[config.mk]
export PLATFORM = sky130hd
export DESIGN_NAME = cna_fifo
export DESIGN_NICKNAME = d
export VERILOG_FILES = /design/src/sv/cna_pkg.sv /design/src/sv/cna_fifo.sv
export SDC_FILE = /design/constraint.sdc
export NUM_CORES = 1
export LEC_CHECK = 0
export BUFFER_PORTS_ARGS = -buffer_cell sky130_fd_sc_hd__buf_2
export CORE_MARGIN = 5
export CORE_UTILIZATION = 45
export DETAILED_ROUTE_END_ITERATION = 10
export GPL_TIMING_DRIVEN = 1
export PLACE_DENSITY = 0.63
export SLEW_MARGIN = 40
export SYNTH_ARGS = -nofsm -noshare
export SYNTH_HDL_FRONTEND = slang
export SYNTH_SLANG_ARGS = --single-unit
[constraint.sdc]
create_clock -name clk -period 5.7 [get_ports clk]
set_input_delay 1.14 -clock clk [delete_from_list [all_inputs] [get_ports clk]]
set_output_delay 1.14 -clock clk [all_outputs]
set_load 0.005 [all_outputs]
[src/sv/cna_pkg.sv]
// shared types, widths, codes and rounding helpers of the complex alu
package cna_pkg;

	localparam int WORD_BITS = 32;
	localparam int FRAC_BITS = 16;

	// job operand width: holds a sum of two words or the magnitude of a word
	localparam int JW = WORD_BITS + 2;
	// wide datapath width for rounded products and quotients
	localparam int XW_A = WORD_BITS + FRAC_BITS + 4;
	localparam int XW_B = 2 * WORD_BITS - FRAC_BITS + 2;
	localparam int XW = (XW_A > XW_B) ? XW_A : XW_B;
	// shared multiplier
	localparam int MW = WORD_BITS + 2;
	localparam int PW = 2 * MW;
	// divider: numerator and divisor magnitude, dividend width
	localparam int NMW = WORD_BITS + 2;
	localparam int DVW = NMW + FRAC_BITS + 1;
	// square root: radicand, root and remainder widths
	localparam int SQW = 2 * FRAC_BITS + 2;
	localparam int SRW = FRAC_BITS + 1;
	localparam int SMW = FRAC_BITS + 3;

	localparam int QUEUE_DEPTH = 4;

	localparam logic signed [JW-1:0] ONE_Q = JW'(2 ** FRAC_BITS);
	localparam logic [PW-1:0] RND_HALF = PW'(2 ** (FRAC_BITS - 1));

	// opcodes
	localparam logic [3:0] OP_NEG   = 4'd0;
	localparam logic [3:0] OP_ADD   = 4'd1;
	localparam logic [3:0] OP_SUB   = 4'd2;
	localparam logic [3:0] OP_MUL   = 4'd3;
	localparam logic [3:0] OP_DIV   = 4'd4;
	localparam logic [3:0] OP_CONJ  = 4'd5;
	localparam logic [3:0] OP_RECIP = 4'd6;
	localparam logic [3:0] OP_SCALE = 4'd7;
	localparam logic [3:0] OP_MAG   = 4'd8;

	typedef enum logic [2:0] {
		K_DONE,
		K_MUL,
		K_SCALE,
		K_SMITH,
		K_MAG
	} kind_t;

	typedef struct packed {
		logic [3:0]                  op;
		logic signed [WORD_BITS-1:0] a_re;
		logic signed [WORD_BITS-1:0] a_im;
		logic signed [WORD_BITS-1:0] b_re;
		logic signed [WORD_BITS-1:0] b_im;
	} in_t;

	typedef struct packed {
		logic signed [WORD_BITS-1:0] res_re;
		logic signed [WORD_BITS-1:0] res_im;
		logic                        div_zero;
		logic                        overflow;
		logic                        operands_equal;
	} out_t;

	// classified work item; for smith jobs x/y are the arranged numerators,
	// p the larger divisor part and q the smaller one
	typedef struct packed {
		kind_t                kind;
		logic                 swap;
		logic                 div_zero;
		logic                 operands_equal;
		logic signed [JW-1:0] x;
		logic signed [JW-1:0] y;
		logic signed [JW-1:0] p;
		logic signed [JW-1:0] q;
	} job_t;

	typedef struct packed {
		logic                 start;
		logic signed [XW-1:0] num;
		logic signed [XW-1:0] den;
	} div_req_t;

	typedef struct packed {
		logic                 done;
		logic signed [XW-1:0] quot;
	} div_rsp_t;

	typedef struct packed {
		logic signed [WORD_BITS-1:0] v;
		logic                        ov;
	} sat_t;

	// round an exact product to the fraction, ties toward plus infinity
	function automatic logic signed [XW-1:0] qround(input logic signed [PW-1:0] p);
		logic signed [PW-1:0] t;
		t = p + $signed(RND_HALF);
		return XW'(t >>> FRAC_BITS);
	endfunction

	// clamp a wide value to the word range
	function automatic sat_t saturate(input logic signed [XW-1:0] x);
		sat_t s;
		if (x[XW-1:WORD_BITS-1] == '0 || x[XW-1:WORD_BITS-1] == '1) begin
			s.v  = x[WORD_BITS-1:0];
			s.ov = 1'b0;
		end else begin
			s.ov = 1'b1;
			s.v  = x[XW-1] ? {1'b1, {(WORD_BITS-1){1'b0}}} : {1'b0, {(WORD_BITS-1){1'b1}}};
		end
		return s;
	endfunction

endpackage

[src/sv/cna_fifo.sv]
// short job queue between front end and back end
module cna_fifo (
	input  logic          clk,
	input  logic          arst_n,
	input  logic          push,
	input  cna_pkg::job_t wdata,
	output logic          full,
	input  logic          pop,
	output cna_pkg::job_t rdata,
	output logic          empty
);

	localparam int AW = $clog2(cna_pkg::QUEUE_DEPTH);

	cna_pkg::job_t  mem [cna_pkg::QUEUE_DEPTH];
	logic [AW-1:0]  wp_q, rp_q;
	logic [AW:0]    cnt_q;

	assign full  = (cnt_q == (AW+1)'(cna_pkg::QUEUE_DEPTH));
	assign empty = (cnt_q == '0);
	assign rdata = mem[rp_q];

	// pointers and fill count
	always_ff @(posedge clk or negedge arst_n) begin
		if (!arst_n) begin
			wp_q  <= '0;
			rp_q  <= '0;
			cnt_q <= '0;
		end else begin
			if (push) wp_q <= wp_q + 1'b1;
			if (pop) rp_q <= rp_q + 1'b1;
			if (push && !pop) cnt_q <= cnt_q + 1'b1;
			else if (pop && !push) cnt_q <= cnt_q - 1'b1;
		end
	end

	// storage
	always_ff @(posedge clk) begin
		if (push) mem[wp_q] <= wdata;
	end

endmodule

After elaboration in Yosys (flattened, before gate mapping):

Memories as Yosys holds them, arrays and structs flattened.
Cells that the tools add are included.

* add/sub/neg operators: 4
* equality and inequality tests: 1
* mux-type cells: 4
* reductions and logical operators: 6

Operators with widths (number)
* $mux 3: 2
* $add 2x1->2 const B: 2
* $add 3x1->3 const B: 1
* $eq 3x3->1 const B: 1
* $logic_not 3->1: 1
* $sub 3x1->3 const B: 1
* $logic_and 1x1->1: 2
* $logic_not 1->1: 2
* $mux 1: 2
* $reduce_bool 2->1: 1

* bits in registers: 7
* memory bits (writable): 568
* input port bits: 146
* word-level logic and storage cells: 19
* memories kept: 1

Memory list
* mem: words 4, width 142, read ports 1, clocked after memory_dff 0, write ports 1, RTL line cna_fifo.sv:15 `cna_pkg::job_t mem [cna_pkg::QUEUE_DEPTH];`

Longest topological paths before layout:

* word-level depth: 4
* depth in mapped cells: 7
* mapped depth without buffers: 7

Least setup slack after synthesis:

Ideal clock, no wire load.

* kind: input-to-reg
* start: input port push
* end: memory mem[1][0] in the netlist's numbering (enable)
* arrival: 4.385 ns
* data required time: 5.182 ns
* setup slack: 0.797 ns
* cell stages on the path: 1
* path through: and2_1

* word-level cells in the longest chain between the ends: 2

Ends and longest elaborated chain
* start, declared: RTL line cna_fifo.sv:5 `input logic push,`
* $mux 1: RTL line cna_fifo.sv:39 `if (push) mem[wp_q] <= wdata;`
* $mux 1 (implied by the code): RTL line cna_fifo.sv:39
* end, declared: RTL line cna_fifo.sv:15

Every way passes these cells.

==> summary.md <==
| Metric | Value |
|---|---|
| Status | finished, final reports clean |
| Hold Vio Cnt, Final | 0 |
| I/O pin cnt | between 200 and 300 |
| Final nets | around 1300 |
| Max_cap viols | 0 |
| Post-synth top area share | around 82% |
| Post-layout util | between 50% and 60% |
| R2r setup slk | 3.44 ns |
| Tmin final | 3.963 ns |
| Setup crit end | rdata[55] |
| Worst hold margin | 0.3982 ns |
| Drt initial violations | 650 |
| Seq cells post-synth | 575 |
| CTS tree | built |
| Mapped Avg Cell Area | around 27 µm² |
| Final setup TNS | 0 ns |
| CP arrival | 2.82 ns |
| Reg2Reg Depth | 4 |
| Top cells by count, synth | edfxtp_1, mux4_2, buf_2, buf_6, dfrtp_1 |
| Post-synthesis sequential area ratio | roughly 83% |
| Initial DRT Pass Iterations | 4 |
| Fraction of layout cells with a size suffix above 1 | a little under half |
| Final HPWL DP | approximately 24000 µm |
| Synth Cell Area | 20850 µm² |
| Syn_nets | between 900 and 1000 |
| RSZ-0062 raised after global routing | false |
| Initial Util | about 46% |
| Clk buf depth | 3 |
| DRC Markers | 0 |
| Clock Pin Slew Worst Setup and Hold Paths | approximately 0.06 ns |
| CTS buffer count | 57 |
| Crit Path Category | reg -> out |
| Tcrit/Tclk final | just under 70% |
| Hold_buf cts | 0 |
| Clk Latency, worst-skew pair | roughly 0.59 ns |
| Worst Clk Skew | ~0.012 ns |
| Mean routed wirelength per cell | between 20 and 25 µm |
| CTS H-Tree Depth | 2 |
| Fin cells | 1761 |
| Peak supply drop | between 0.3 and 0.4 mV |
| Die outline height | 225.3 µm |
| Core ar. | 45580 µm² |
| Largest net degree at the start of global routing | 105 |
| HP Class | in -> async |
| Die area | 50740 µm² |
| Post_cts resized | 0 |
| Fmax | 252.3 MHz |
| Peak fanout along the critical path | 94 |
| Area contributors post-synth | edfxtp_1, mux4_2, dfrtp_1, buf_6, buf_2 |
| Fin. max-slew vios | 0 |
| Crit end category | primary output |
| Chip Width | 225.3 µm |
| Synth cell types | 19 |
| Final setup fails | 0 |
| PortBufs | between 200 and 300 |
| Worst-margin pin slew | around 0.81 ns |
| Core Rows | 78 |
| Count leader, synth | edfxtp_1 |
| All-Layer GR Usage | 15.73% |
| Initial antenna violation count | 9 |
| Reg-to-Reg End | mem[2][27] |
| Clock root buffer | clkbuf_16 |
| Leakage Power | 8.505 nW |
| Slew HR | 46.29% |
| Placed insts | between 1500 and 2000 |
| DRT antenna net count | 0 |
| Routed vias | 9160 |
| Asr flop ratio synth | 1.217% |
| Cell taking the most area after synthesis | edfxtp_1 |
| Reg2reg start | wp_q[0] |
| Drt total wl | 40350 µm |
| First-pass GRT wire length | a little over 60000 µm |
| Critical Path Start Type | flip-flop |
| Via-to-Cell Ratio | 5.202 |
| Gr ovfl total | 0 |
| Synth warn | 0 |
| Post-synth EDFFs | 568 |
| Vias in the first global route | 9708 |
| Main synth FF type | edfxtp_1 |
| Sink Count | 575 |
| Placer Congestion | 0.6933 |
| Post-synthesis cell count | 776 |
| Syn-to-layout area delta | 19.91% |
| Post-CTS setup buffer count | 0 |
| Crit path required time | 4.56 ns |
| Critical path origin | rp_q[1] |
| Power per cell area | 514.0 nW/µm² |
-- how the worst min path moves through the flow --
stage,from,end,slack [ns],depth (start not counted)
after floorplan,cnt_q[2],cnt_q[2],0.46,1
after global placement,cnt_q[2],cnt_q[2],0.48,1
after detailed placement,cnt_q[2],cnt_q[2],0.49,1
after CTS,arst_n,rp_q[1],0.35,1
after global routing,arst_n,rp_q[1],0.37,1
final,arst_n,cnt_q[2],0.40,1
-- routing by layer --
metal,vias to the layer above,GRT usage [%],part of all wire [%]
met2,250,25.25,49
met4,12,4.041,1.6
met3,65,4.937,8.0
li1,4056,-,-
met1,4777,21.30,41
met5,-,0,0.18
-- per-stage QoR --
| stage | total power, mW | setup slack (ns) | area [µm²] |
|---|---|---|---|
| floorplan | 7.955 | 0.7972 | 20850 |
| detailed placement | 9.333 | 2.261 | 23080 |
| global placement | 9.271 | 2.271 | 23020 |
| global route | 13.51 | 1.596 | 24990 |
| finish | 12.85 | 1.737 | 25000 |
| CTS | 13.08 | 1.590 | 24970 |
-- sequential cells by signal (all words and copies together), names as in the netlist --
signal / count
cnt_q: 3
mem: 568
wp_q: 2
rp_q: 2
-- cells by family (layout without fill, tap and decap cells) --
kind of cell	count (synthesis)	in the layout	share of synthesized area (%)
buf+inv	36	415	1.056
fa+ha+maj	6	6	0.3961
flops	575	575	82.65
mux	143	143	15.39
compound gates	1	1	0.02398
simple gates	9	9	0.2340
xor+xnor	6	6	0.2520
other cells	0	6	0
-- report_power, final --
part           leakage (nW)  internal (mW)  switching, mW
logic                  2.28           1.65           1.70
registers              5.30           5.53          0.258
clock network         0.926           2.24           1.48
-- final cells by class --
cell class              count  area, µm²
inverters                   4      15.01
diodes                      6      15.01
flip-flops and latches    575      17240
clock buffers              69       1514
repair buffers            306       1687
multi-input cells         165       3408
fillers                  3411      20570
clock inverters            36      372.9
well taps                 600      750.7
-- placed cells by master (no fill, tap or decap), types with 2 or more instances in the layout --
cell / Yosys / routed
clkinv_1: 0 / 14
buf_12: 0 / 9
bufinv_16: 0 / 8
clkbuf_16: 0 / 59
clkinv_2: 0 / 11
xnor2_1: 2 / 2
xor2_1: 4 / 4
buf_2: 17 / 289
inv_1: 4 / 4
and2_4: 0 / 4
dfrtp_4: 0 / 2
dfrtp_1: 7 / 5
edfxtp_1: 568 / 568
clkbuf_1: 6 / 10
nand2_1: 2 / 2
ha_1: 5 / 5
buf_4: 1 / 8
mux4_2: 142 / 142
diode_2: 0 / 6
-- critical path, cell delays in order (launching register included) --
cell and delay (ns):
dfrtp_4 0.92, buf_12 0.44, mux4_2 0.42, buf_2 0.16
No activity file was read; power rests on OpenSTA's default activity.
