[config.mk]
export PLATFORM = sky130hd
export DESIGN_NAME = cna_div
export DESIGN_NICKNAME = d
export VERILOG_FILES = /design/src/sv/cna_pkg.sv /design/src/sv/cna_div.sv
export SDC_FILE = /design/constraint.sdc
export NUM_CORES = 1
export LEC_CHECK = 0
export ABC_AREA = 0
export ABC_CLOCK_PERIOD_IN_PS = 3900
export BUFFER_PORTS_ARGS = -buffer_cell sky130_fd_sc_hd__buf_2
export CAP_MARGIN = 10
export CORE_ASPECT_RATIO = 0.7
export CORE_UTILIZATION = 54
export CTS_CLUSTER_SIZE = 10
export DETAILED_ROUTE_END_ITERATION = 10
export MAX_ROUTING_LAYER = met4
export PLACE_DENSITY = 0.78
export SLEW_MARGIN = 5
export SYNTH_ARGS = -nofsm -noshare
export SYNTH_HDL_FRONTEND = slang
export SYNTH_SLANG_ARGS = --single-unit
[constraint.sdc]
create_clock -name clk -period 3.9 [get_ports clk]
set_input_delay 0.78 -clock clk [delete_from_list [all_inputs] [get_ports clk]]
set_output_delay 0.78 -clock clk [all_outputs]
set_load 0.02 [all_outputs]
[src/sv/cna_pkg.sv]
// shared types, widths, codes and rounding helpers of the complex alu
package cna_pkg;

	localparam int WORD_BITS = 32;
	localparam int FRAC_BITS = 16;

	// job operand width: holds a sum of two words or the magnitude of a word
	localparam int JW = WORD_BITS + 2;
	// wide datapath width for rounded products and quotients
	localparam int XW_A = WORD_BITS + FRAC_BITS + 4;
	localparam int XW_B = 2 * WORD_BITS - FRAC_BITS + 2;
	localparam int XW = (XW_A > XW_B) ? XW_A : XW_B;
	// shared multiplier
	localparam int MW = WORD_BITS + 2;
	localparam int PW = 2 * MW;
	// divider: numerator and divisor magnitude, dividend width
	localparam int NMW = WORD_BITS + 2;
	localparam int DVW = NMW + FRAC_BITS + 1;
	// square root: radicand, root and remainder widths
	localparam int SQW = 2 * FRAC_BITS + 2;
	localparam int SRW = FRAC_BITS + 1;
	localparam int SMW = FRAC_BITS + 3;

	localparam int QUEUE_DEPTH = 4;

	localparam logic signed [JW-1:0] ONE_Q = JW'(2 ** FRAC_BITS);
	localparam logic [PW-1:0] RND_HALF = PW'(2 ** (FRAC_BITS - 1));

	// opcodes
	localparam logic [3:0] OP_NEG   = 4'd0;
	localparam logic [3:0] OP_ADD   = 4'd1;
	localparam logic [3:0] OP_SUB   = 4'd2;
	localparam logic [3:0] OP_MUL   = 4'd3;
	localparam logic [3:0] OP_DIV   = 4'd4;
	localparam logic [3:0] OP_CONJ  = 4'd5;
	localparam logic [3:0] OP_RECIP = 4'd6;
	localparam logic [3:0] OP_SCALE = 4'd7;
	localparam logic [3:0] OP_MAG   = 4'd8;

	typedef enum logic [2:0] {
		K_DONE,
		K_MUL,
		K_SCALE,
		K_SMITH,
		K_MAG
	} kind_t;

	typedef struct packed {
		logic [3:0]                  op;
		logic signed [WORD_BITS-1:0] a_re;
		logic signed [WORD_BITS-1:0] a_im;
		logic signed [WORD_BITS-1:0] b_re;
		logic signed [WORD_BITS-1:0] b_im;
	} in_t;

	typedef struct packed {
		logic signed [WORD_BITS-1:0] res_re;
		logic signed [WORD_BITS-1:0] res_im;
		logic                        div_zero;
		logic                        overflow;
		logic                        operands_equal;
	} out_t;

	// classified work item; for smith jobs x/y are the arranged numerators,
	// p the larger divisor part and q the smaller one
	typedef struct packed {
		kind_t                kind;
		logic                 swap;
		logic                 div_zero;
		logic                 operands_equal;
		logic signed [JW-1:0] x;
		logic signed [JW-1:0] y;
		logic signed [JW-1:0] p;
		logic signed [JW-1:0] q;
	} job_t;

	typedef struct packed {
		logic                 start;
		logic signed [XW-1:0] num;
		logic signed [XW-1:0] den;
	} div_req_t;

	typedef struct packed {
		logic                 done;
		logic signed [XW-1:0] quot;
	} div_rsp_t;

	typedef struct packed {
		logic signed [WORD_BITS-1:0] v;
		logic                        ov;
	} sat_t;

	// round an exact product to the fraction, ties toward plus infinity
	function automatic logic signed [XW-1:0] qround(input logic signed [PW-1:0] p);
		logic signed [PW-1:0] t;
		t = p + $signed(RND_HALF);
		return XW'(t >>> FRAC_BITS);
	endfunction

	// clamp a wide value to the word range
	function automatic sat_t saturate(input logic signed [XW-1:0] x);
		sat_t s;
		if (x[XW-1:WORD_BITS-1] == '0 || x[XW-1:WORD_BITS-1] == '1) begin
			s.v  = x[WORD_BITS-1:0];
			s.ov = 1'b0;
		end else begin
			s.ov = 1'b1;
			s.v  = x[XW-1] ? {1'b1, {(WORD_BITS-1){1'b0}}} : {1'b0, {(WORD_BITS-1){1'b1}}};
		end
		return s;
	endfunction

endpackage

[src/sv/cna_div.sv]
// bit-serial fixed-point divider, round to nearest with ties away from zero
module cna_div (
	input  logic              clk,
	input  logic              arst_n,
	input  cna_pkg::div_req_t req,
	output cna_pkg::div_rsp_t rsp
);

	localparam int CW = $clog2(cna_pkg::DVW);

	logic                          busy_q, done_q, neg_q, dz_q;
	logic [CW-1:0]                 cnt_q;
	logic [cna_pkg::DVW-1:0]       dvd_q, quo_q;
	logic [cna_pkg::NMW-1:0]       rem_q, dv_q;
	logic signed [cna_pkg::XW-1:0] abs_n, abs_d, qx;
	logic [cna_pkg::NMW-1:0]       an, ad;
	logic [cna_pkg::NMW:0]         trial, diff;
	logic                          ge;

	// operand magnitudes and one restoring step
	always_comb begin
		abs_n = req.num[cna_pkg::XW-1] ? -req.num : req.num;
		abs_d = req.den[cna_pkg::XW-1] ? -req.den : req.den;
		an = abs_n[cna_pkg::NMW-1:0];
		ad = abs_d[cna_pkg::NMW-1:0];
		trial = {rem_q, dvd_q[cna_pkg::DVW-1]};
		diff = trial - {1'b0, dv_q};
		ge = (trial >= {1'b0, dv_q});
		qx = cna_pkg::XW'(quo_q);
	end

	assign rsp.done = done_q;
	assign rsp.quot = dz_q ? '0 : (neg_q ? -qx : qx);

	always_ff @(posedge clk or negedge arst_n) begin
		if (!arst_n) begin
			busy_q <= 1'b0;
			done_q <= 1'b0;
			neg_q  <= 1'b0;
			dz_q   <= 1'b0;
			cnt_q  <= '0;
			dvd_q  <= '0;
			quo_q  <= '0;
			rem_q  <= '0;
			dv_q   <= '0;
		end else begin
			done_q <= 1'b0;
			if (req.start) begin
				busy_q <= 1'b1;
				cnt_q  <= CW'(cna_pkg::DVW - 1);
				dvd_q  <= cna_pkg::DVW'({an, {cna_pkg::FRAC_BITS{1'b0}}})
					+ cna_pkg::DVW'(ad[cna_pkg::NMW-1:1]);
				dv_q   <= ad;
				rem_q  <= '0;
				quo_q  <= '0;
				neg_q  <= req.num[cna_pkg::XW-1] ^ req.den[cna_pkg::XW-1];
				dz_q   <= (ad == '0);
			end else if (busy_q) begin
				rem_q <= ge ? diff[cna_pkg::NMW-1:0] : trial[cna_pkg::NMW-1:0];
				quo_q <= {quo_q[cna_pkg::DVW-2:0], ge};
				dvd_q <= {dvd_q[cna_pkg::DVW-2:0], 1'b0};
				if (cnt_q == '0) begin
					busy_q <= 1'b0;
					done_q <= 1'b1;
				end else begin
					cnt_q <= cnt_q - 1'b1;
				end
			end
		end
	end

endmodule

Yosys cells after proc, flatten, opt, wreduce, memory -nomap -nowiden
Cells that the tools add are included.

Flip-flop bits (word level): 180. Input bits: 107. Logic and storage cells: 42. Output and inout port bits: 53.

Add/subtract/negate cells: 6. Reductions and logical operators: 4. Magnitude comparators: 1. Bitwise gates (word level): 1. Muxes and demuxes: 20. Eq/ne operators: 1.

Operator list (number): $mux W51 (4); $mux W34 (5); $mux W52 (2); $neg A34 Y34 (2); $neg A51 Y52 (1); $add A50 B33 Y51 (1); $ge A35 B34 Y1 (1); $logic_not A34 Y1 (1); $sub A34 B34 Y34 (1); $mux W6 (3); $logic_not A6 Y1 (1); $mux W1 (6); $sub A6 B1 Y6 const B (1); $ne A2 B2 Y1 const B (1); $reduce_and A2 Y1 (1); $reduce_bool A2 Y1 (1); $xor A1 B1 Y1 (1).

Longest topological paths before layout
Gate-level depths: netlist of the first run.

Word-level depth: 4. Depth in mapped cells: 19. Mapped depth without buffers: 19.

Worst setup path after synthesis of the first run
OpenSTA, ideal clock, no wires.

Path kind: input to register. Start: in req[5] (netlist name). End: reg dvd_q[40] (netlist name). Required time: 3.767 ns. Setup time: 0.133 ns. Path buffers: 0. Arrival: 4.948 ns. Stages on the path: 17. Slack: -1.181 ns. Cells stage by stage: or4_4 > or4b_4 > nand2b_4 > nand2b_1 > o41ai_1 > xor2_1 > inv_1 > ha_1 > nand4_1 > a211oi_1 > a21oi_1 > a311oi_1 > a211oi_1 > nand3b_1 > or3_1 > nand3_1 > o21ai_0.

Word-level cells in the longest chain between the ends: 4.

Ends and longest elaborated chain: start: declaration (line cna_div.sv:5) `input cna_pkg::div_req_t req,`; $neg A34 Y34 (line cna_div.sv:23) `abs_d = req.den[cna_pkg::XW-1] ? -req.den : req.den;`; $mux W34 (line cna_div.sv:23); named net abs_d, one bit (line cna_div.sv:15) `logic signed [cna_pkg::XW-1:0] abs_n, abs_d, qx;`; $add A50 B33 Y51 (line cna_div.sv:52) `+ cna_pkg::DVW'(ad[cna_pkg::NMW-1:1]);`; $mux W51 (line cna_div.sv:48) `if (req.start) begin`; end signal: assignment (line cna_div.sv:51) `dvd_q <= cna_pkg::DVW'({an, {cna_pkg::FRAC_BITS{1'b0}}})`; end signal: assignment (line cna_div.sv:61) `dvd_q <= {dvd_q[cna_pkg::DVW-2:0], 1'b0};`; end: declaration (line cna_div.sv:13) `logic [cna_pkg::DVW-1:0] dvd_q, quo_q;`.

The timed path passes the listed nets, and every way through them passes these cells. A chain may end at the register's enable or synchronous reset.

Worst setup path after layout of the first run
Start: in req[6] (netlist name). End: reg dvd_q[42] (netlist name).

Same word-level chain as after synthesis.

==> key figures, run 1 <==
CTS
  • TritonCTS buffer count: 17
  • Clk buf depth: 2
  • Clk root buf: clkbuf_16
  • CTS tree: yes
  • Worst skew pair latency: 450 ps
  • Reg clk slew, reported paths: 70 ps
  • H-tree level count: 4
  • CTS Sinks: 180

Worst setup path
  • FF-to-FF Start: dvd_q[50]$_DFFE_PN0P_
  • Worst path arrival time: 5280 ps
  • CP Launch Type: primary input
  • Crit-path max FO: 6
  • Reg2Reg Depth: 13
  • Critical Path RT: 4240 ps
  • CP Class: primary input to flop
  • Reg2reg end: rem_q[27]$_DFFE_PN0P_
  • Reg2reg setup slack: 450 ps
  • CP Capture Type: flop

Placement
  • HPWL after DPL: 26700 µm
  • Dpl ws: -1400 ps
  • GPL Wtd Cong: 0.985
  • Buffers on Ports: 125

Layout
  • Fillcell total: 1704
  • Nets: 2039
  • Ant. Diodes: 0
  • Area Overhead vs Synth: 30.2%
  • Share of layout cells above drive strength 1: 27.8%
  • Multi-input logic area: 0.00935 mm²
  • Fin util: 71.6%
  • Register area: 0.00451 mm²

Floorplan
  • Die H: 135 µm
  • Die Area: 0.0258 mm²
  • DIE WIDTH: 192 µm
  • Top Ports: 160
  • Core Region: 0.0247 mm²
  • Cell row count: 48
  • Initial Util: 55.0%

STA
  • Unrepaired setup endpoints after global routing: yes
  • Hold WS: 327 ps
  • Period utilisation layout: 127%
  • Final setup fails: 47
  • Final hold violation count: 0
  • Worst Tran Pin Value: 1110 ps
  • Fmax achieved: 202 MHz
  • Pins Over Slew Limit: 0
  • Slew headroom: 26.0%
  • Slack of the critical path: -1040 ps
  • Clock skew: 10.5 ps
  • Min cycle time layout: 4940 ps

Global route
  • Largest net degree at the start of global routing: 111
  • Vias in the first global route: 12.2k
  • First-pass GRT wire length: 63300 µm
  • Global-route total usage across every layer: 31.7%
  • Antenna violations before repair: 0
  • Grt ovf: 0

Logic synthesis
  • Area share of the largest cell type after synthesis: 33.2%
  • Mapped Nets: 1755
  • Mux contribution to synthesized area: 9.68%
  • Synth cell types: 65
  • Post-Synth Simple-Gate Area: 17.4%
  • Top cells by area, synth: dfrtp_1 33%, mux2i_1 8.8%, xor2_1 7.1%
  • Sequential area share after synthesis: 33.2%
  • Instance count of the mapped netlist: 1590
  • XOR/XNOR Fraction of Synth Area: 10.8%
  • Most common cell in the synthesized netlist: nor2_1
  • Compound-Gate Fraction of Synth Area: 18.8%
  • Main combinational cell family by area after synthesis: compound AO/OA/AOI/OAI gates
  • Area leader, netlist: dfrtp_1
  • Synth Area in Adders: 5.46%
  • Yosys warning count: 0
  • Async set-reset flop share out of synthesis: 100%
  • Synthesized cell area: 0.0136 mm²
  • Register bit total from synthesis: 180
  • Most used DFF post-synth: dfrtp_1
  • Post-Syn Area per Cell: 8.54 µm²
  • Synth top cells by count: 194 x nor2_1, 180 x dfrtp_1, 120 x mux2i_1
  • EDFF count, synth: 0

Detailed routing
  • DRC viols: 0
  • Vias/cell: 6.11
  • Via Count: 13.5k
  • Detailed-router iteration count before antenna repair: 6
  • Routed WL per cell: 19.4 µm
  • Drt initial violations: 1493
  • Routed Wire Length: 43000 µm
  • Detail Route Antenna Nets: 0

Run status
  • Status: finished with violations
  • Violated checks: setup timing

Flow run
  • Max Cap Violations: 0

Power and ir drop
  • Seq pwr share: 38.1%
  • Clock power share: 32.9%
  • Logic pwr share: 29.0%
  • Cell Pwr Density: 315 mW/mm²
  • Psw: 1.82 mW
  • Lkg Pwr: 9.15 nW
  • Tot Pwr: 5.56 mW
  • Worst VDD drop: 0.343 mV
  • Sw frac: 32.7%
  • Pint: 3.74 mW

Worst hold path
  • Min-delay worst type: primary input to asynchronous set/reset pin
critical path, cell delays in order:
cell and delay, ps:
buf_6 90, or4_4 570, or4b_4 550, nand2b_4 170, buf_4 140, o31ai_4 250
xor2_2 280, inv_2 90, ha_4 300, buf_4 120, nor4_4 50, a211oi_2 270
a21oi_2 120, a311oi_2 350, a211oi_2 160, nand3b_1 240, buf_6 180, buf_4 130
buf_6 110, a311oi_1 310
layout make-up:
cell class,instances,share of cell area [%]
inverter,78,1.66
tap,325,2.30
sequential,180,25.5
timing repair buffer,351,14.2
multi-input combinational,1246,52.9
clock buffer,18,2.43
clock inverter,14,0.991
sequential cells by signal, summed over array words and instances, names as in the netlist:
name and flops:
cnt_q 6, neg_q 1, done_q 1, dvd_q 51, rem_q 34, dz_q 1
dv_q 34, quo_q 51, busy_q 1
stage by stage:
step                      area (µm²)  instances  TNS, ps
after global placement         15800       2128   -26360
after global routing           17700       2212   -29780
after floorplan                13700       1590   -14910
after detailed placement       15800       2128   -30700
after CTS                      17100       2195   -15610
final                          17700       2212   -25500
layout by cell type, fill, tap and decap left out, types with 25 or more instances in the layout:
master	n
dfrtp_1	177
a21oi_1	56
buf_4	220
ha_1	47
xor2_1	106
nor2_1	186
inv_1	75
a21boi_0	31
xnor2_1	53
mux2i_1	120
o21ai_0	82
a211oi_1	32
buf_2	105
nand2_1	108
a21o_1	25
o31ai_1	30
power by group through the flow:
stage               clock network (mW)  logic [mW]  registers (mW)
global route                      1.91        1.72            2.13
CTS                               1.83        1.39            2.11
global placement                     0        1.24            2.13
detailed placement                   0        1.28            2.14
finish                            1.83        1.62            2.12
floorplan                            0       0.790            2.11
metal layers:
layer	track usage [%]	part of all wire (%)
met1	44.8	45
met2	46.9	44
met3	5.48	8.0
met4	8.55	3.1
met5	-	0
worst max path at each step:
stage / start / endpoint / slack, ps / cells past startpoint
after floorplan: req[5] / dvd_q[40]$_DFFE_PN0P_ / -980 / 17
after global placement: req[5] / dvd_q[46]$_DFFE_PN0P_ / -1220 / 17
after detailed placement: req[5] / dvd_q[44]$_DFFE_PN0P_ / -1400 / 17
after CTS: req[4] / dvd_q[40]$_DFFE_PN0P_ / -660 / 19
after global routing: req[6] / dvd_q[50]$_DFFE_PN0P_ / -1140 / 21
final: req[6] / dvd_q[42]$_DFFE_PN0P_ / -1040 / 20
repair_timing:
item / in CTS / in global routing
hold buffers: 0 / 0
setup endpoints to repair: 47 / 56
setup buffers: 37 / 22
pin swaps: 47 / 54
gates resized for setup: 112 / 88
logic make-up (layout without fill, tap and decap cells):
kind of cell / after synthesis / in the layout
compound gates: 389 / 389
xor+xnor: 168 / 168
fa+ha+maj: 58 / 58
buf+inv: 164 / 461
flops: 180 / 180
mux: 130 / 130
simple gates: 501 / 501
Note: power is estimated with default switching activity, not from simulation.
==> inputs of run 2 (changes only) <==
==> constraint.sdc (replaced) <==
create_clock -name clk -period 3.9 [get_ports clk]
set_input_delay 0.975 -clock clk [delete_from_list [all_inputs] [get_ports clk]]
set_output_delay 0.975 -clock clk [all_outputs]
set_load 0.02 [all_outputs]
==> run 2 against run 1 <==
Compared with the run above: the flow still finishes with violations (setup timing); sequential share of layout area decreased by 0.75 points; combinational power increased by 6%; critical endpoint is now dvd_q[40]$_DFFE_PN0P_; critical path type unchanged; core utilization increased by 2.2 points; first-iteration DRC count increased by 1.8%; sequential cell count unchanged.
==> key figures, run 2 (synthesis gave the netlist of run 1 again) <==
Floorplan
  • Top Ports: 160 (unchanged)
  • Initial Util: 55.0% (unchanged)
  • Core Region: 0.0247 mm² (unchanged)
  • Die H: 135 µm (unchanged)
  • Die Area: 0.0258 mm² (unchanged)
  • DIE WIDTH: 192 µm (unchanged)
  • Cell row count: 48 (unchanged)

Power and ir drop
  • Logic pwr share: 30.6% (was 29.0%)
  • Cell Pwr Density: 307 mW/mm² (was 315 mW/mm²)
  • Seq pwr share: 37.9% (was 38.1%)
  • Psw: 1.89 mW (was 1.82 mW)
  • Lkg Pwr: 9.44 nW (was 9.15 nW)
  • Clock power share: 31.5% (was 32.9%)
  • Worst VDD drop: 0.343 mV (about the same)
  • Tot Pwr: 5.59 mW (was 5.56 mW)
  • Sw frac: 33.8% (was 32.7%)
  • Pint: 3.70 mW (was 3.74 mW)

CTS
  • CTS tree: yes (unchanged)
  • CTS Sinks: 180 (unchanged)
  • TritonCTS buffer count: 17 (unchanged)
  • Post-CTS Hold Fix Bufs: 0 (unchanged)
  • H-tree level count: 4 (unchanged)
  • Worst skew pair latency: 460 ps (was 450 ps)
  • Clk buf depth: 2 (unchanged)
  • Reg clk slew, reported paths: 70 ps (about the same)
  • Clk root buf: clkbuf_16 (unchanged)

Run status
  • Violated checks: setup timing (unchanged)
  • Status: finished with violations (unchanged)

Global route
  • Antenna violations before repair: 0 (unchanged)
  • Largest net degree at the start of global routing: 79 (was 111)
  • Global-route total usage across every layer: 33.6% (was 31.7%)
  • Vias in the first global route: 13.0k (was 12.2k)
  • First-pass GRT wire length: 67200 µm (was 63300 µm)
  • Grt ovf: 0 (unchanged)

Worst setup path
  • CP Launch Type: primary input (unchanged)
  • Critical Path RT: 4270 ps (was 4240 ps)
  • Crit-path max FO: 5 (was 6)
  • Reg2reg setup slack: 360 ps (was 450 ps)
  • CP Capture Type: flop (unchanged)
  • FF-to-FF Start: rem_q[3]$_DFFE_PN0P_ (was dvd_q[50]$_DFFE_PN0P_)
  • Reg2reg end: rem_q[14]$_DFFE_PN0P_ (was rem_q[27]$_DFFE_PN0P_)
  • Worst setup endpoint: dvd_q[40]$_DFFE_PN0P_ (was dvd_q[42]$_DFFE_PN0P_)
  • Worst setup startpoint: req[4] (was req[6])
  • CP Class: primary input to flop (unchanged)
  • Worst path arrival time: 5520 ps (was 5280 ps)
  • Max stage delay cell, worst path: or4b_4 (was or4_4)
  • Worst stage delay on the critical path: 560 ps (was 570 ps)
  • Worst path cell trace: buf_6, or4_4, or4b_4, nand2b_4, nand2b_4, o41ai_4, xor2_1, inv_1, ha_4, buf_4, nand2_1, nor2_1, a21oi_2, a311oi_2, a211oi_2, nand3b_1, buf_4, o21ai_0, nand3_2, o21ai_2 (was buf_6, or4_4, or4b_4, nand2b_4, buf_4, o31ai_4, xor2_2, inv_2, ha_4, buf_4, nor4_4, a211oi_2, a21oi_2, a311oi_2, a211oi_2, nand3b_1, buf_6, buf_4, buf_6, a311oi_1)
  • Reg2Reg Depth: 12 (was 13)

STA
  • Unrepaired setup endpoints after global routing: yes (unchanged)
  • Period utilisation layout: 132% (was 127%)
  • Slack of the critical path: -1250 ps (was -1040 ps)
  • Worst Tran Pin Value: 1130 ps (was 1110 ps)
  • Pins Over Slew Limit: 0 (unchanged)
  • Clock skew: 18.1 ps (was 10.5 ps)
  • Fmax achieved: 194 MHz (was 202 MHz)
  • Slew headroom: 24.7% (was 26.0%)
  • Final hold violation count: 0 (unchanged)
  • Final setup fails: 70 (was 47)
  • Min cycle time layout: 5150 ps (was 4940 ps)

Detailed routing
  • Via Count: 14.3k (was 13.5k)
  • Vias/cell: 6.30 (was 6.11)
  • Drt initial violations: 1520 (was 1493)
  • Routed Wire Length: 46900 µm (was 43000 µm)
  • Routed WL per cell: 20.7 µm (was 19.4 µm)
  • Detailed-router iteration count before antenna repair: 6 (unchanged)
  • Detail Route Antenna Nets: 0 (unchanged)
  • DRC viols: 0 (unchanged)

Placement
  • Dpl ws: -1550 ps (was -1400 ps)
  • Buffers on Ports: 125 (unchanged)
  • HPWL after DPL: 27400 µm (was 26700 µm)
  • GPL Wtd Cong: 0.949 (was 0.985)

Layout
  • Share of layout cells above drive strength 1: 30.6% (was 27.8%)
  • Commonest non-fill, non-tap cell in the layout: buf_4 (unchanged)
  • Largest regs: dvd_q: 51 flops, quo_q: 51 flops (unchanged)
  • Ant. Diodes: 0 (unchanged)
  • Nets: 2094 (was 2039)
  • Most frequent cells in the layout: 261 x buf_4, 185 x nor2_1, 177 x dfrtp_1 (was 220 x buf_4, 186 x nor2_1, 177 x dfrtp_1)
  • Area Overhead vs Synth: 34.1% (was 30.2%)

Worst hold path
  • Min-delay worst type: primary input to asynchronous set/reset pin (unchanged)

Flow run
  • Max Cap Violations: 0 (unchanged)
run 2: worst min-delay path by stage:
stage | start | to | slack, ps | depth (start not counted)
floorplan | cnt_q[0]$_DFFE_PN0P_ | cnt_q[0]$_DFFE_PN0P_ | 480 | 1
global placement | cnt_q[5]$_DFFE_PN0P_ | cnt_q[5]$_DFFE_PN0P_ | 500 | 2
detailed placement | cnt_q[5]$_DFFE_PN0P_ | cnt_q[5]$_DFFE_PN0P_ | 510 | 2
CTS | cnt_q[5]$_DFFE_PN0P_ | cnt_q[5]$_DFFE_PN0P_ | 530 | 2
global route | cnt_q[5]$_DFFE_PN0P_ | cnt_q[5]$_DFFE_PN0P_ | 570 | 2
finish | arst_n | cnt_q[4]$_DFFE_PN0P_ | 530 | 1
run 2: power groups by stage:
stage               logic [mW]  clock network (mW)  registers [mW]
floorplan                0.792                   0            2.11
global placement          1.23                   0            2.13
detailed placement        1.28                   0            2.14
CTS                       1.44                1.75            2.11
global route              1.81                1.84            2.13
finish                    1.71                1.76            2.12
run 2: layout make-up:
| type | instances | area, µm² |
|---|---|---|
| well taps | 325 | 407 |
| repair buffers | 406 | 3000 |
| inverters | 78 | 293 |
| flip-flops and latches | 180 | 4510 |
| fillers | 1626 | 6480 |
| clock inverters | 13 | 139 |
| multi-input cells | 1246 | 9420 |
| clock buffers | 19 | 443 |
run 2: repair_timing:
| action | 4_1_cts | 5_1_grt |
|---|---|---|
| buffers inserted | 75 | 37 |
| gates resized for setup | 129 | 104 |
| pin swaps | 44 | 74 |
| gates cloned | 0 | 0 |
| endpoints found under the setup margin | 52 | 68 |
run 2: per-layer routing:
| metal | global-route usage, % | vias up | share of wire, % |
|---|---|---|---|
| li1 | - | 6358 | - |
| met1 | 46.0 | 6773 | 41 |
| met2 | 50.5 | 895 | 45 |
| met3 | 4.86 | 249 | 9.0 |
| met4 | 12.4 | 0 | 5.0 |
| met5 | - | - | 0 |
run 2: through the flow:
stage	utilization, %	hold WS, ps	cell area (µm²)	cells	setup TNS [ps]
floorplan	-	479	13700	1590	-20590
global placement	64.4	502	15900	2141	-30010
detailed placement	64.4	508	15900	2141	-34190
CTS	71.1	527	17500	2239	-22040
global route	73.8	566	18200	2267	-45690
finish	73.8	530	18200	2267	-39160
run 2: critical path, delay by kind of cell:
family,cells,cell delay [ps]
XOR/XNOR,1,260
AO/OA/AOI/OAI,6,1330
adder cells (fa/ha/maj),1,290
AND/OR/NAND/NOR,8,2130
buffers and inverters,4,550
